`src/sv/two_class_age_ordered_fifo_core_assert.svh`:
```
// assertion macros for the two-class age-ordered fifo core
// depends on nothing; included by the top level, empty under synthesis
`ifndef TWO_CLASS_AGE_ORDERED_FIFO_CORE_ASSERT_SVH
`define TWO_CLASS_AGE_ORDERED_FIFO_CORE_ASSERT_SVH
`ifndef SYNTHESIS
// antecedent implies consequent in the same cycle
`define TCAF_ASSERT_SAME(lbl, clk, rst, ante, cons) \
  lbl: assert property (@(posedge clk) disable iff (rst) (ante) |-> (cons)) \
    else $error("tcaf check failed");
// antecedent implies consequent in the next cycle
`define TCAF_ASSERT_NEXT(lbl, clk, rst, ante, cons) \
  lbl: assert property (@(posedge clk) disable iff (rst) (ante) |=> (cons)) \
    else $error("tcaf check failed");
`else
`define TCAF_ASSERT_SAME(lbl, clk, rst, ante, cons)
`define TCAF_ASSERT_NEXT(lbl, clk, rst, ante, cons)
`endif
`endif

```
`src/sv/tcaf_pkg.sv`:
```
// shared types and codes for the two-class age-ordered fifo core
// no dependencies
package tcaf_pkg;

  // request codes
  localparam logic [2:0] OP_ENQ0    = 3'd0;
  localparam logic [2:0] OP_ENQ1    = 3'd1;
  localparam logic [2:0] OP_DEQ0    = 3'd2;
  localparam logic [2:0] OP_DEQ1    = 3'd3;
  localparam logic [2:0] OP_DEQ_OLD = 3'd4;

  // result status codes
  localparam logic [1:0] ST_OK    = 2'd0;
  localparam logic [1:0] ST_EMPTY = 2'd1;
  localparam logic [1:0] ST_FULL  = 2'd2;

  // port field widths
  localparam int unsigned TAG_PORT_BITS = 16;
  localparam int unsigned SEQ_PORT_BITS = 16;

  typedef enum logic [0:0] {
    S_IDLE = 1'b0,
    S_READ = 1'b1
  } state_t;

  // decision on which head leaves
  typedef struct packed {
    logic take;
    logic cls;
  } pick_t;

endpackage

```
`src/sv/tcaf_ram.sv`:
```
// generic single write, single read ram with registered read data
// no dependencies
module tcaf_ram #(
  parameter int unsigned WIDTH = 32,
  parameter int unsigned DEPTH = 8
) (
  input  logic                     clk,
  input  logic                     we,
  input  logic [$clog2(DEPTH)-1:0] waddr,
  input  logic [WIDTH-1:0]         wdata,
  input  logic                     re,
  input  logic [$clog2(DEPTH)-1:0] raddr,
  output logic [WIDTH-1:0]         rdata
);

  logic [WIDTH-1:0] mem [DEPTH];

  // write port
  always_ff @(posedge clk) begin
    if (we) begin
      mem[waddr] <= wdata;
    end
  end

  // registered read port
  always_ff @(posedge clk) begin
    if (re) begin
      rdata <= mem[raddr];
    end
  end

endmodule

```
`src/sv/tcaf_pick.sv`:
```
// head selection for dequeue requests, including the oldest-first age compare
// depends on tcaf_pkg
module tcaf_pick #(
  parameter int unsigned SEQ_BITS = 16
) (
  input  logic [2:0]          op,
  input  logic                empty0,
  input  logic                empty1,
  input  logic [SEQ_BITS-1:0] seq0,
  input  logic [SEQ_BITS-1:0] seq1,
  output tcaf_pkg::pick_t     pick
);
  import tcaf_pkg::*;

  logic [SEQ_BITS-1:0] age_diff;

  // modular distance between the two heads; top bit set means class 0 is older
  assign age_diff = seq0 - seq1;

  always_comb begin
    pick.take = 1'b0;
    pick.cls  = 1'b0;
    case (op)
      OP_DEQ0: begin
        pick.take = !empty0;
        pick.cls  = 1'b0;
      end
      OP_DEQ1: begin
        pick.take = !empty1;
        pick.cls  = 1'b1;
      end
      OP_DEQ_OLD: begin
        if (empty0 && empty1) begin
          pick.take = 1'b0;
          pick.cls  = 1'b0;
        end else if (empty1) begin
          pick.take = 1'b1;
          pick.cls  = 1'b0;
        end else if (empty0) begin
          pick.take = 1'b1;
          pick.cls  = 1'b1;
        end else begin
          // equal ages go to class 1
          pick.take = 1'b1;
          pick.cls  = !age_diff[SEQ_BITS-1];
        end
      end
      default: begin
        pick.take = 1'b0;
        pick.cls  = 1'b0;
      end
    endcase
  end

endmodule

```
`src/sv/two_class_age_ordered_fifo_core.sv`:
```
// Two-class age-ordered FIFO. A transaction is taken when start is high and busy is low.
// Enqueues and unused opcodes give their result, marked by done, in the cycle after they
// are taken, so they can follow one another every cycle. For a dequeue, busy
// is high for one cycle while the head entries are read from the class memories, whose read
// data is registered, and done follows in the cycle after. Each result is on the ports for one
// cycle only and cannot be held off, so the receiver must take it when done is high.
// depends on tcaf_pkg, tcaf_ram, tcaf_pick and two_class_age_ordered_fifo_core_assert.svh
`include "two_class_age_ordered_fifo_core_assert.svh"
module two_class_age_ordered_fifo_core #(
  parameter int unsigned QUEUE_DEPTH = 8,
  parameter int unsigned TAG_BITS    = 16,
  parameter int unsigned SEQ_BITS    = 16
) (
  input  logic        clk,
  input  logic        rst,
  input  logic        start,
  output logic        busy,
  input  logic [2:0]  opcode,
  input  logic [15:0] tag_in,
  output logic        done,
  output logic [1:0]  status,
  output logic [15:0] tag_out,
  output logic [15:0] order_out,
  output logic        class_out
);
  import tcaf_pkg::*;

  localparam int unsigned PW = $clog2(QUEUE_DEPTH);
  localparam int unsigned FW = $clog2(QUEUE_DEPTH + 1);
  localparam int unsigned EW = TAG_BITS + SEQ_BITS;

  state_t state, state_next;

  logic [PW-1:0]       head0, head0_next, head1, head1_next;
  logic [FW-1:0]       fill0, fill0_next, fill1, fill1_next;
  logic [SEQ_BITS-1:0] arrival, arrival_next;
  logic [2:0]          op_q;

  logic                done_next;
  logic [1:0]          status_next;
  logic [15:0]         tag_out_next, order_out_next;
  logic                class_out_next;

  logic                accept, enq, enq_cls, full0, full1;
  logic                wr0, wr1;
  logic [PW:0]         slot0_sum, slot1_sum;
  logic [PW-1:0]       slot0, slot1;
  logic [EW-1:0]       wr_entry, rd0, rd1, rd_sel;
  logic [TAG_BITS+TAG_PORT_BITS-1:0] tag_in_ext, tag_rd_ext;
  logic [SEQ_BITS+SEQ_PORT_BITS-1:0] seq_new_ext, seq_rd_ext;
  logic [SEQ_BITS-1:0] seq_new;
  pick_t               pick;
  logic                pop0, pop1;

  // transaction handshake
  assign busy   = (state == S_READ);
  assign accept = start && (state == S_IDLE);

  // enqueue decode and free slot of each class
  assign enq     = accept && (opcode == OP_ENQ0 || opcode == OP_ENQ1);
  assign enq_cls = (opcode == OP_ENQ1);
  assign full0   = (fill0 == FW'(QUEUE_DEPTH));
  assign full1   = (fill1 == FW'(QUEUE_DEPTH));
  assign wr0     = enq && !enq_cls && !full0;
  assign wr1     = enq && enq_cls && !full1;

  assign slot0_sum = {1'b0, head0} + (PW+1)'(fill0);
  assign slot1_sum = {1'b0, head1} + (PW+1)'(fill1);
  assign slot0 = (slot0_sum >= (PW+1)'(QUEUE_DEPTH)) ?
                 PW'(slot0_sum - (PW+1)'(QUEUE_DEPTH)) : slot0_sum[PW-1:0];
  assign slot1 = (slot1_sum >= (PW+1)'(QUEUE_DEPTH)) ?
                 PW'(slot1_sum - (PW+1)'(QUEUE_DEPTH)) : slot1_sum[PW-1:0];

  // new entry: tag kept to its stored width, stamped with the next sequence
  assign seq_new    = arrival + SEQ_BITS'(1);
  assign tag_in_ext = {{TAG_BITS{1'b0}}, tag_in};
  assign wr_entry   = {tag_in_ext[TAG_BITS-1:0], seq_new};

  // class memories, heads read on every taken transaction
  tcaf_ram #(.WIDTH(EW), .DEPTH(QUEUE_DEPTH)) u_ram0 (
    .clk   (clk),
    .we    (wr0),
    .waddr (slot0),
    .wdata (wr_entry),
    .re    (accept),
    .raddr (head0),
    .rdata (rd0)
  );

  tcaf_ram #(.WIDTH(EW), .DEPTH(QUEUE_DEPTH)) u_ram1 (
    .clk   (clk),
    .we    (wr1),
    .waddr (slot1),
    .wdata (wr_entry),
    .re    (accept),
    .raddr (head1),
    .rdata (rd1)
  );

  // dequeue decision from the read heads
  tcaf_pick #(.SEQ_BITS(SEQ_BITS)) u_pick (
    .op     (op_q),
    .empty0 (fill0 == '0),
    .empty1 (fill1 == '0),
    .seq0   (rd0[SEQ_BITS-1:0]),
    .seq1   (rd1[SEQ_BITS-1:0]),
    .pick   (pick)
  );

  assign pop0   = (state == S_READ) && pick.take && !pick.cls;
  assign pop1   = (state == S_READ) && pick.take && pick.cls;
  assign rd_sel = pick.cls ? rd1 : rd0;

  assign tag_rd_ext  = {{TAG_PORT_BITS{1'b0}}, rd_sel[EW-1:SEQ_BITS]};
  assign seq_rd_ext  = {{SEQ_PORT_BITS{1'b0}}, rd_sel[SEQ_BITS-1:0]};
  assign seq_new_ext = {{SEQ_PORT_BITS{1'b0}}, seq_new};

  // next state
  always_comb begin
    state_next = state;
    case (state)
      S_IDLE: begin
        if (accept && (opcode == OP_DEQ0 || opcode == OP_DEQ1 || opcode == OP_DEQ_OLD)) begin
          state_next = S_READ;
        end
      end
      S_READ: begin
        state_next = S_IDLE;
      end
      default: begin
        state_next = S_IDLE;
      end
    endcase
  end

  // pointer, count and counter updates
  always_comb begin
    head0_next   = head0;
    head1_next   = head1;
    fill0_next   = fill0;
    fill1_next   = fill1;
    arrival_next = arrival;
    if (wr0) begin
      fill0_next   = fill0 + FW'(1);
      arrival_next = seq_new;
    end
    if (wr1) begin
      fill1_next   = fill1 + FW'(1);
      arrival_next = seq_new;
    end
    if (pop0) begin
      fill0_next = fill0 - FW'(1);
      head0_next = (head0 == PW'(QUEUE_DEPTH - 1)) ? '0 : head0 + PW'(1);
    end
    if (pop1) begin
      fill1_next = fill1 - FW'(1);
      head1_next = (head1 == PW'(QUEUE_DEPTH - 1)) ? '0 : head1 + PW'(1);
    end
  end

  // result of the transaction
  always_comb begin
    done_next      = 1'b0;
    status_next    = ST_OK;
    tag_out_next   = '0;
    order_out_next = '0;
    class_out_next = 1'b0;
    case (state)
      S_IDLE: begin
        if (accept && !(opcode == OP_DEQ0 || opcode == OP_DEQ1 || opcode == OP_DEQ_OLD)) begin
          done_next = 1'b1;
          if (enq) begin
            class_out_next = enq_cls;
            if (wr0 || wr1) begin
              order_out_next = seq_new_ext[15:0];
            end else begin
              status_next = ST_FULL;
            end
          end
        end
      end
      S_READ: begin
        done_next      = 1'b1;
        class_out_next = pick.cls;
        if (pick.take) begin
          tag_out_next   = tag_rd_ext[15:0];
          order_out_next = seq_rd_ext[15:0];
        end else begin
          status_next = ST_EMPTY;
        end
      end
      default: begin
        done_next = 1'b0;
      end
    endcase
  end

  // control registers
  always_ff @(posedge clk) begin
    if (rst) begin
      state   <= S_IDLE;
      head0   <= '0;
      head1   <= '0;
      fill0   <= '0;
      fill1   <= '0;
      arrival <= '0;
      done    <= 1'b0;
    end else begin
      state   <= state_next;
      head0   <= head0_next;
      head1   <= head1_next;
      fill0   <= fill0_next;
      fill1   <= fill1_next;
      arrival <= arrival_next;
      done    <= done_next;
    end
  end

  // payload registers
  always_ff @(posedge clk) begin
    if (accept) begin
      op_q <= opcode;
    end
    status    <= status_next;
    tag_out   <= tag_out_next;
    order_out <= order_out_next;
    class_out <= class_out_next;
  end

  // checks
  `TCAF_ASSERT_NEXT(a_accept_answers, clk, rst, start && !busy, done || busy)
  `TCAF_ASSERT_NEXT(a_read_one_cycle, clk, rst, busy, done && !busy)
  `TCAF_ASSERT_SAME(a_fill_bound, clk, rst, 1'b1,
                    fill0 <= FW'(QUEUE_DEPTH) && fill1 <= FW'(QUEUE_DEPTH))
  `TCAF_ASSERT_SAME(a_fail_zero, clk, rst, done && status != ST_OK,
                    tag_out == '0 && order_out == '0)

endmodule
```
`config.mk`:
```
export PLATFORM = sky130hd
export DESIGN_NAME = two_class_age_ordered_fifo_core
export DESIGN_NICKNAME = d
export VERILOG_FILES = /design/src/sv/tcaf_pkg.sv /design/src/sv/tcaf_ram.sv /design/src/sv/tcaf_pick.sv /design/src/sv/two_class_age_ordered_fifo_core.sv
export VERILOG_INCLUDE_DIRS = /design/src /design/src/sv
export SDC_FILE = /design/constraint.sdc
export NUM_CORES = 1
export LEC_CHECK = 0
export BUFFER_PORTS_ARGS = -buffer_cell sky130_fd_sc_hd__buf_2
export CORE_ASPECT_RATIO = 1.4
export CORE_MARGIN = 2
export CORE_UTILIZATION = 30
export CTS_CLUSTER_DIAMETER = 30
export DETAILED_ROUTE_END_ITERATION = 12
export SLEW_MARGIN = 20
export SYNTH_ARGS = -nofsm -noshare
export SYNTH_HDL_FRONTEND = slang
export SYNTH_SLANG_ARGS = --single-unit
export TNS_END_PERCENT = 1
```
`constraint.sdc`:
```
create_clock -name clk -period 9.71 [get_ports clk]
set_clock_uncertainty 0.2 [all_clocks]
set_input_delay 0 -clock clk [delete_from_list [all_inputs] [get_ports clk]]
set_output_delay 0 -clock clk [all_outputs]
set_load 0.01 [all_outputs]
```
==> impl_metrics.py, run 1 <==
metrics = {
    "sta": {
        "finalCritPeriodShare_pct": 40.4,
        "setup_slack_ns": 5.79,
        "fin_crit_ns": 3.92,
        "fin_tns_setup_ns": 0,
        "worstMarginPinSlew_ns": 1.05,
        "drv_slew": 0,
        "setup_viol": 0,
        "hold_violations": 0,
        "grt_setup_unrepaired": "false",
        "max_freq_mhz": 255,
        "slew_headroom_pct": 29.7,
    },
    "die": {
        "die_area_mm2": 0.0865,
        "io_pins": 59,
        "start_util_pct": 30.4,
        "core_mm2": 0.0832,
        "num_rows": 125,
        "die_h_um": 347,
        "die_w_um": 249,
    },
    "worst_setup_path": {
        "path_buf_inv": 0,
        "cp_max_fo": 24,
        "start_kind": "flop",
        "cp-end-kind": "flop",
        "slowest_stage": "nor3_1",
        "crit_chain": "ha_1, a21oi_1, o21ai_0, nor3_1, o211ai_2, and3_4, nor2_1, xor2_1, ha_1, nor3_1, a22oi_2, mux2_1",
        "cp_top_family": "simple AND/OR/NAND/NOR gates",
        "cp.arrival_ns": 4.22,
        "max_stage_delay_ns": 0.44,
        "critical_path_class": "flop to flop",
        "worstPathRequired_ns": 10.01,
    },
    "clock_tree": {
        "cts_root_buf": "clkbuf_16",
        "ctsLongestPathBuffers": 3,
        "cts_max_level": 3,
        "cts_sinks": 646,
        "clk_pin_slew_ns": 0.05,
        "post_cts_resized": 0,
        "insertion_delay_ns": 0.62,
        "cts_buffers": 90,
        "cts_tree": "yes",
    },
    "cells_and_area": {
        "final_util_pct": 36.7,
        "drive_gt1_share_pct": 32.3,
        "layout_commonest_cell": "edfxtp_1",
        "area_growth_pct": 21.0,
        "nNetsFinal": 1504,
        "antenna_cells": 0,
        "layout_common_cells": "edfxtp_1, mux4_2, clkbuf_16, mux2_2, dfxtp_1",
    },
    "drt": {
        "via_per_inst": 4.86,
        "wl_per_cell_um": 22.1,
        "vias": 12700,
        "final_antenna_net_count": 0,
        "post-route-drc-count": 0,
        "drt-total-wl_um": 57800,
        "drt_iter0_drc": 1083,
        "dr.pass1.iters": 5,
    },
    "global_routing": {
        "track_usage_pct": 13.3,
        "grt_pass1_vias": 13600,
        "gr-total-overflow": 0,
        "grt_max_degree": 68,
        "grt_first_pass_wirelength_um": 86800,
        "antenna_found_initial": 0,
    },
    "place": {
        "hpwlAfterDp_um": 33900,
        "dp_slack_ns": 5.73,
        "gp_congestion": 0.826,
        "io_buffers": 58,
    },
    "min_path": {
        "min-delay-path-class": "input port to flop",
    },
    "yosys": {
        "synth_fp_nets": 1358,
        "ys_seq_area_share_pct": 74.2,
        "yosysTopAreaCell": "edfxtp_1",
        "synth_area_mm2": 0.0253,
        "synth_ff_type": "edfxtp_1",
        "synth_edf_count": 579,
        "synth_top_area_share_pct": 68.8,
        "synth.area.top_cells": "edfxtp_1, mux4_2, dfxtp_1, mux2_2, ha_1",
        "ys_ff_latch": 646,
        "yosysUniqueCellTypes": 68,
        "async_flop_share_pct": 0,
        "synth_warnings": 0,
        "synthCells": 1311,
        "avgSynthCellArea_um2": 19.3,
    },
    "power": {
        "power.density_mw_per_mm2": 214,
        "p_leak_nw": 10.4,
        "ir_worst_vdd_mv": 0.123,
    },
    "job": {
        "maxCapViolations": 0,
    },
    "outcome": {
        "status": "completed",
    },
}
## repair_timing
item | in CTS | in global routing
hold buffers | 22 | 0
hold endpoints to repair | 315 | 0
buffers inserted | 0 | 0
## cells in the mapped netlist, types with 3 or more instances
master and number:
buf_2 15, nor3_1 24, nand4_1 6, a22oi_1 4, mux2_2 64, nand2b_1 12, edfxtp_1 579, and3_1 5
or3_1 6, nand3_1 28, nor2b_1 7, or2_2 3, xor2_1 18, dfxtp_1 67, buf_1 13, mux2_1 3
nor2_1 51, clkbuf_1 29, mux2i_1 9, ha_1 23, mux4_2 128, a221o_1 12, o21ai_0 33, xnor2_1 15
a21o_1 3, a21oi_1 38, inv_1 19, nand2_1 44
## layout make-up
type	count	area, um^2
multi-input combinational	587	6380
clock buffer	104	2390
fill	7628	52700
timing repair buffer	113	815
inverter	19	71.3
clock inverter	66	801
tap	1079	1350
sequential	646	18700
## metrics by stage
stage	instances	power, mW	cell area [um^2]	hold WS, ns
2_1_floorplan	1311	3.15	25300	-0.101
3_3_place_gp	2418	3.19	27000	0.0483
3_5_place_dp	2418	3.20	27000	0.0473
4_1_cts	2610	6.60	30500	0.0166
5_1_grt	2614	6.72	30600	0.0181
6_report	2614	6.54	30600	0.0310
## final timing paths
kind / from / to / slack (ns) / cells past startpoint
setup / recovery: u_ram0.rdata[14] / fill0[2] / 5.79 / 12
hold / removal: opcode[2] / op_q[2] / 0.03 / 2
setup reg to reg: u_ram0.rdata[14] / fill0[2] / 5.79 / 12
hold reg to reg: arrival[1] / arrival[1] / 0.30 / 2
## flip-flops by register name, summed over array words and instances, names as in the netlist, 4 cells and up
signal	cells
fill1	4
u_ram1.mem	256
u_ram0.rdata	32
arrival	16
u_ram1.rdata	32
order_out	16
u_ram0.mem	256
tag_out	16
fill0	4
## per-layer routing
metal | vias up | part of all wire (%) | global-route usage (%)
met1 | 6665 | 40 | 15.9
met5 | - | 0 | 0
met2 | 343 | 53 | 23.9
met4 | 0 | 3.2 | 5.51
met3 | 91 | 4.0 | 2.03
li1 | 5611 | - | -
## logic make-up after synthesis
| logic type | count (synthesis) | synth area share (%) |
|---|---|---|
| compound gates | 117 | 3.18 |
| xor+xnor | 33 | 1.14 |
| fa+ha+maj | 25 | 1.30 |
| buf+inv | 78 | 1.27 |
| flops | 646 | 74.2 |
| mux | 204 | 14.8 |
| simple gates | 208 | 4.20 |
## worst reg2reg max path: stages (launching register included)
cell and delay [ns]:
edfxtp_1 0.41, ha_1 0.36, a21oi_1 0.13, o21ai_0 0.25
nor3_1 0.44, o211ai_2 0.25, and3_4 0.34, nor2_1 0.41
xor2_1 0.14, ha_1 0.23, nor3_1 0.21, a22oi_2 0.07
mux2_1 0.35
## power breakdown
group / total, mW / switching [mW] / internal [mW]
clock network: 3.39 / 1.28 / 2.10
registers: 3.04 / 0.00912 / 3.03
logic: 0.108 / 0.0736 / 0.0346
total: 6.54 / 1.37 / 5.17
(Power assumes the default switching activity.)
==> run 2: changes to the inputs <==
Settings changed: ABC_AREA from default to 1.
Clock period 9.71 ns to 3.2 ns, I/O delays scaled along.
==> run 2 against run 1 <==
- the flow now finishes with violations (design-rule violations)
- sequential share of layout area fell by 0.40 points
- register-to-register slack got worse by 5.5 ns
- die area fell by 0.45%
- cell area rose by 0.61%
- maximum frequency rose by 35%
- critical path type unchanged
- critical endpoint is now fill1[2]
- largest cell class unchanged
==> impl_metrics.py, run 2 <==
metrics = {
    "outcome": {
        "status": "finished with violations",
        "violations": "design-rule violations",
    },
    "yosys": {
        "yosysMostFrequentCell": "edfxtp_1",
        "yosysTopAreaCell": "edfxtp_1",
        "synth_ff_type": "edfxtp_1",
        "synthCells": 1982,
        "synth_compound_area_share_pct": 10.7,
        "synth_mux_area_share_pct": 0,
        "yosysUniqueCellTypes": 42,
        "async_flop_share_pct": 0,
        "yosys.area_share.simple_pct": 9.97,
        "ys_seq_area_share_pct": 74.5,
        "synth_top_area_share_pct": 69.2,
        "synth_fp_nets": 2029,
        "synth_top_family_by_area": "compound AO/OA/AOI/OAI gates",
        "avgSynthCellArea_um2": 12.7,
        "synth.area.top_cells": "edfxtp_1, nor2_1, dfxtp_1, o21ai_0, nand2_1",
        "synth_warnings": 0,
        "ys_ff_latch": 646,
        "synth_area_mm2": 0.0251,
        "synth_edf_count": 579,
        "ys_top_cells_by_count": "edfxtp_1, nor2_1, o21ai_0",
        "synth_xor_area_share_pct": 0.627,
        "synthAdderAreaFrac_pct": 1.30,
    },
    "drt": {
        "vias": 15900,
        "drt-total-wl_um": 62700,
        "drt_iter0_drc": 1444,
        "post-route-drc-count": 2,
        "dr.pass1.iters": 10,
        "final_antenna_net_count": 0,
        "wl_per_cell_um": 19.2,
        "via_per_inst": 4.89,
    },
    "die": {
        "die_w_um": 249,
        "core_mm2": 0.0830,
        "io_pins": 59,
        "num_rows": 125,
        "die_h_um": 347,
        "die_area_mm2": 0.0862,
        "start_util_pct": 30.3,
    },
    "clock_tree": {
        "cts_max_level": 3,
        "cts_sinks": 646,
        "cts_root_buf": "clkbuf_16",
        "insertion_delay_ns": 0.62,
        "cts_tree": "yes",
        "clk_pin_slew_ns": 0.05,
        "ctsLongestPathBuffers": 3,
        "cts_buffers": 92,
    },
    "job": {
        "maxCapViolations": 0,
    },
    "place": {
        "dpl_cell_area_mm2": 0.0272,
        "io_buffers": 58,
        "hpwlAfterDp_um": 33400,
        "gp_congestion": 0.833,
    },
    "global_routing": {
        "gr-total-overflow": 0,
        "antenna_found_initial": 3,
        "grt_pass1_vias": 16100,
        "grt_first_pass_wirelength_um": 94800,
        "grt_max_degree": 130,
        "track_usage_pct": 14.3,
    },
    "worst_setup_path": {
        "cp_max_fo": 5,
        "cp_top_family": "simple AND/OR/NAND/NOR gates",
        "start_kind": "flop",
        "max_stage_delay_ns": 0.40,
        "worstPathRequired_ns": 3.49,
        "cp.arrival_ns": 3.20,
        "cp-end-kind": "flop",
        "slowest_stage": "edfxtp_1",
        "crit_chain": "ha_1, nand2_1, nor2_1, nand2_1, nor2_1, nand2_1, nand3_1, nand3_1, nand2_2, nand2_2, nand2_4, xor2_1, inv_1, ha_1, inv_1, nand2_1, inv_1, nand2_1, nand2_1, a21oi_1",
        "critical_path_class": "flop to flop",
        "path_common_cell": "nand2_1",
        "path_buf_inv": 3,
    },
    "cells_and_area": {
        "multi_input_area_mm2": 0.00579,
        "seq_area_mm2": 0.0187,
        "reg_top3": "u_ram0.mem x256, u_ram1.mem x256",
        "drive_gt1_share_pct": 15.3,
        "nNetsFinal": 2150,
        "fillCellCount": 7707,
        "final_util_pct": 37.0,
        "layout_common_cells": "edfxtp_1, nor2_1, o21ai_0, nand2_1, clkbuf_16",
        "area_growth_pct": 22.3,
        "layout_commonest_cell": "edfxtp_1",
        "finish.instance_area_mm2": 0.0307,
    },
    "power": {
        "switching_share_pct": 20.9,
        "p_sw_mw": 4.21,
        "power.density_mw_per_mm2": 656,
        "clkPwrFrac_pct": 52.3,
        "p_leak_nw": 10.8,
        "ir_worst_vdd_mv": 0.457,
        "pwr-share-seq_pct": 45.9,
        "total_power_mw": 20.2,
        "combPwrFrac_pct": 1.8,
        "p_int_mw": 16.0,
    },
    "sta": {
        "finalCritPeriodShare_pct": 91.0,
        "hold_violations": 0,
        "grt_setup_unrepaired": "true",
        "fin_crit_ns": 2.91,
        "fin_tns_setup_ns": 0,
        "max_freq_mhz": 343,
        "setup_viol": 0,
        "worstMarginPinSlew_ns": 0.792,
        "drv_slew": 0,
        "slew_headroom_pct": 47.1,
    },
    "min_path": {
        "min-delay-path-class": "input port to flop",
    },
}
[run 2: cell count changes in the layout (fill, tap and decap cells not counted), sizes merged, moves of 60 or more]
cell   before  now
nor2       51  483
o21ai      34  270
mux4      128    0
nand2      44  117
mux2       67    0
a31oi       2   65
o22ai       2   64
inv        39   99
[run 2: final timing paths]
kind / start / to / slack, ns / cells after the start
hold reg to reg: u_ram1.rdata[27] / tag_out[11] / 0.25 / 1
setup / recovery: u_ram0.rdata[13] / fill1[2] / 0.29 / 20
hold / removal: start / busy / 0.09 / 4
setup reg to reg: u_ram0.rdata[13] / fill1[2] / 0.29 / 20
[run 2: what timing repair did]
item	CTS	global route
resized for setup	0	1
setup endpoints to repair	0	1
buffers inserted	0	0
hold buffers	25	0
hold endpoints to repair	291	0
[run 2: cell families (layout without fill, tap and decap cells)]
logic type | after synthesis | count (layout)
XOR/XNOR | 18 | 18
buffers and inverters | 189 | 389
flip-flops | 646 | 646
AND/OR/NAND/NOR | 629 | 629
adder cells (fa/ha/maj) | 25 | 25
AO/OA/AOI/OAI | 475 | 475
other | 0 | 1
[run 2: layer usage]
layer / routed length [um] / up-vias / track usage (%)
met5: 18 / - / 0
met4: 1940 / 2 / 5.80
met3: 3130 / 137 / 2.19
met2: 32700 / 466 / 26.5
met1: 24900 / 7928 / 16.4
li1: - / 7412 / -
[run 2: power groups by stage]
stage	sequential (mW)	combinational (mW)	clock, mW
final	9.25	0.372	10.5
after global routing	9.25	0.416	11.1
after CTS	9.24	0.377	10.7
after detailed placement	9.42	0.350	0
after global placement	9.42	0.336	0
after floorplan	9.42	0.181	0
[run 2: area by class of cell]
class	instances	share of cell area, %
antenna	1	0.00814
clock buffer	106	8.00
clock inverter	67	2.72
inverter	80	0.993
multi-input combinational	1147	18.8
sequential	646	61.0
tap	1079	4.39
timing repair buffer	136	4.08
[run 2: stage by stage]
step	cells	hold slack, ns	setup slack (ns)
2_1_floorplan	1982	-0.122	-0.227
3_3_place_gp	3063	0.0138	0.241
3_5_place_dp	3063	0.0106	0.249
4_1_cts	3261	0.0575	0.244
5_1_grt	3262	0.118	-0.00839
6_report	3262	0.0867	0.287
[run 2: worst reg2reg max path, cell delays in order (launching register included)]
cell      delay [ns]
edfxtp_1        0.40
ha_1            0.31
nand2_1         0.07
nor2_1          0.15
nand2_1         0.09
nor2_1          0.14
nand2_1         0.09
nand3_1         0.09
nand3_1         0.19
nand2_2         0.17
nand2_2         0.12
nand2_4         0.10
xor2_1          0.14
inv_1           0.05
ha_1            0.17
inv_1           0.06
nand2_1         0.07
inv_1           0.06
nand2_1         0.04
nand2_1         0.06
a21oi_1         0.05
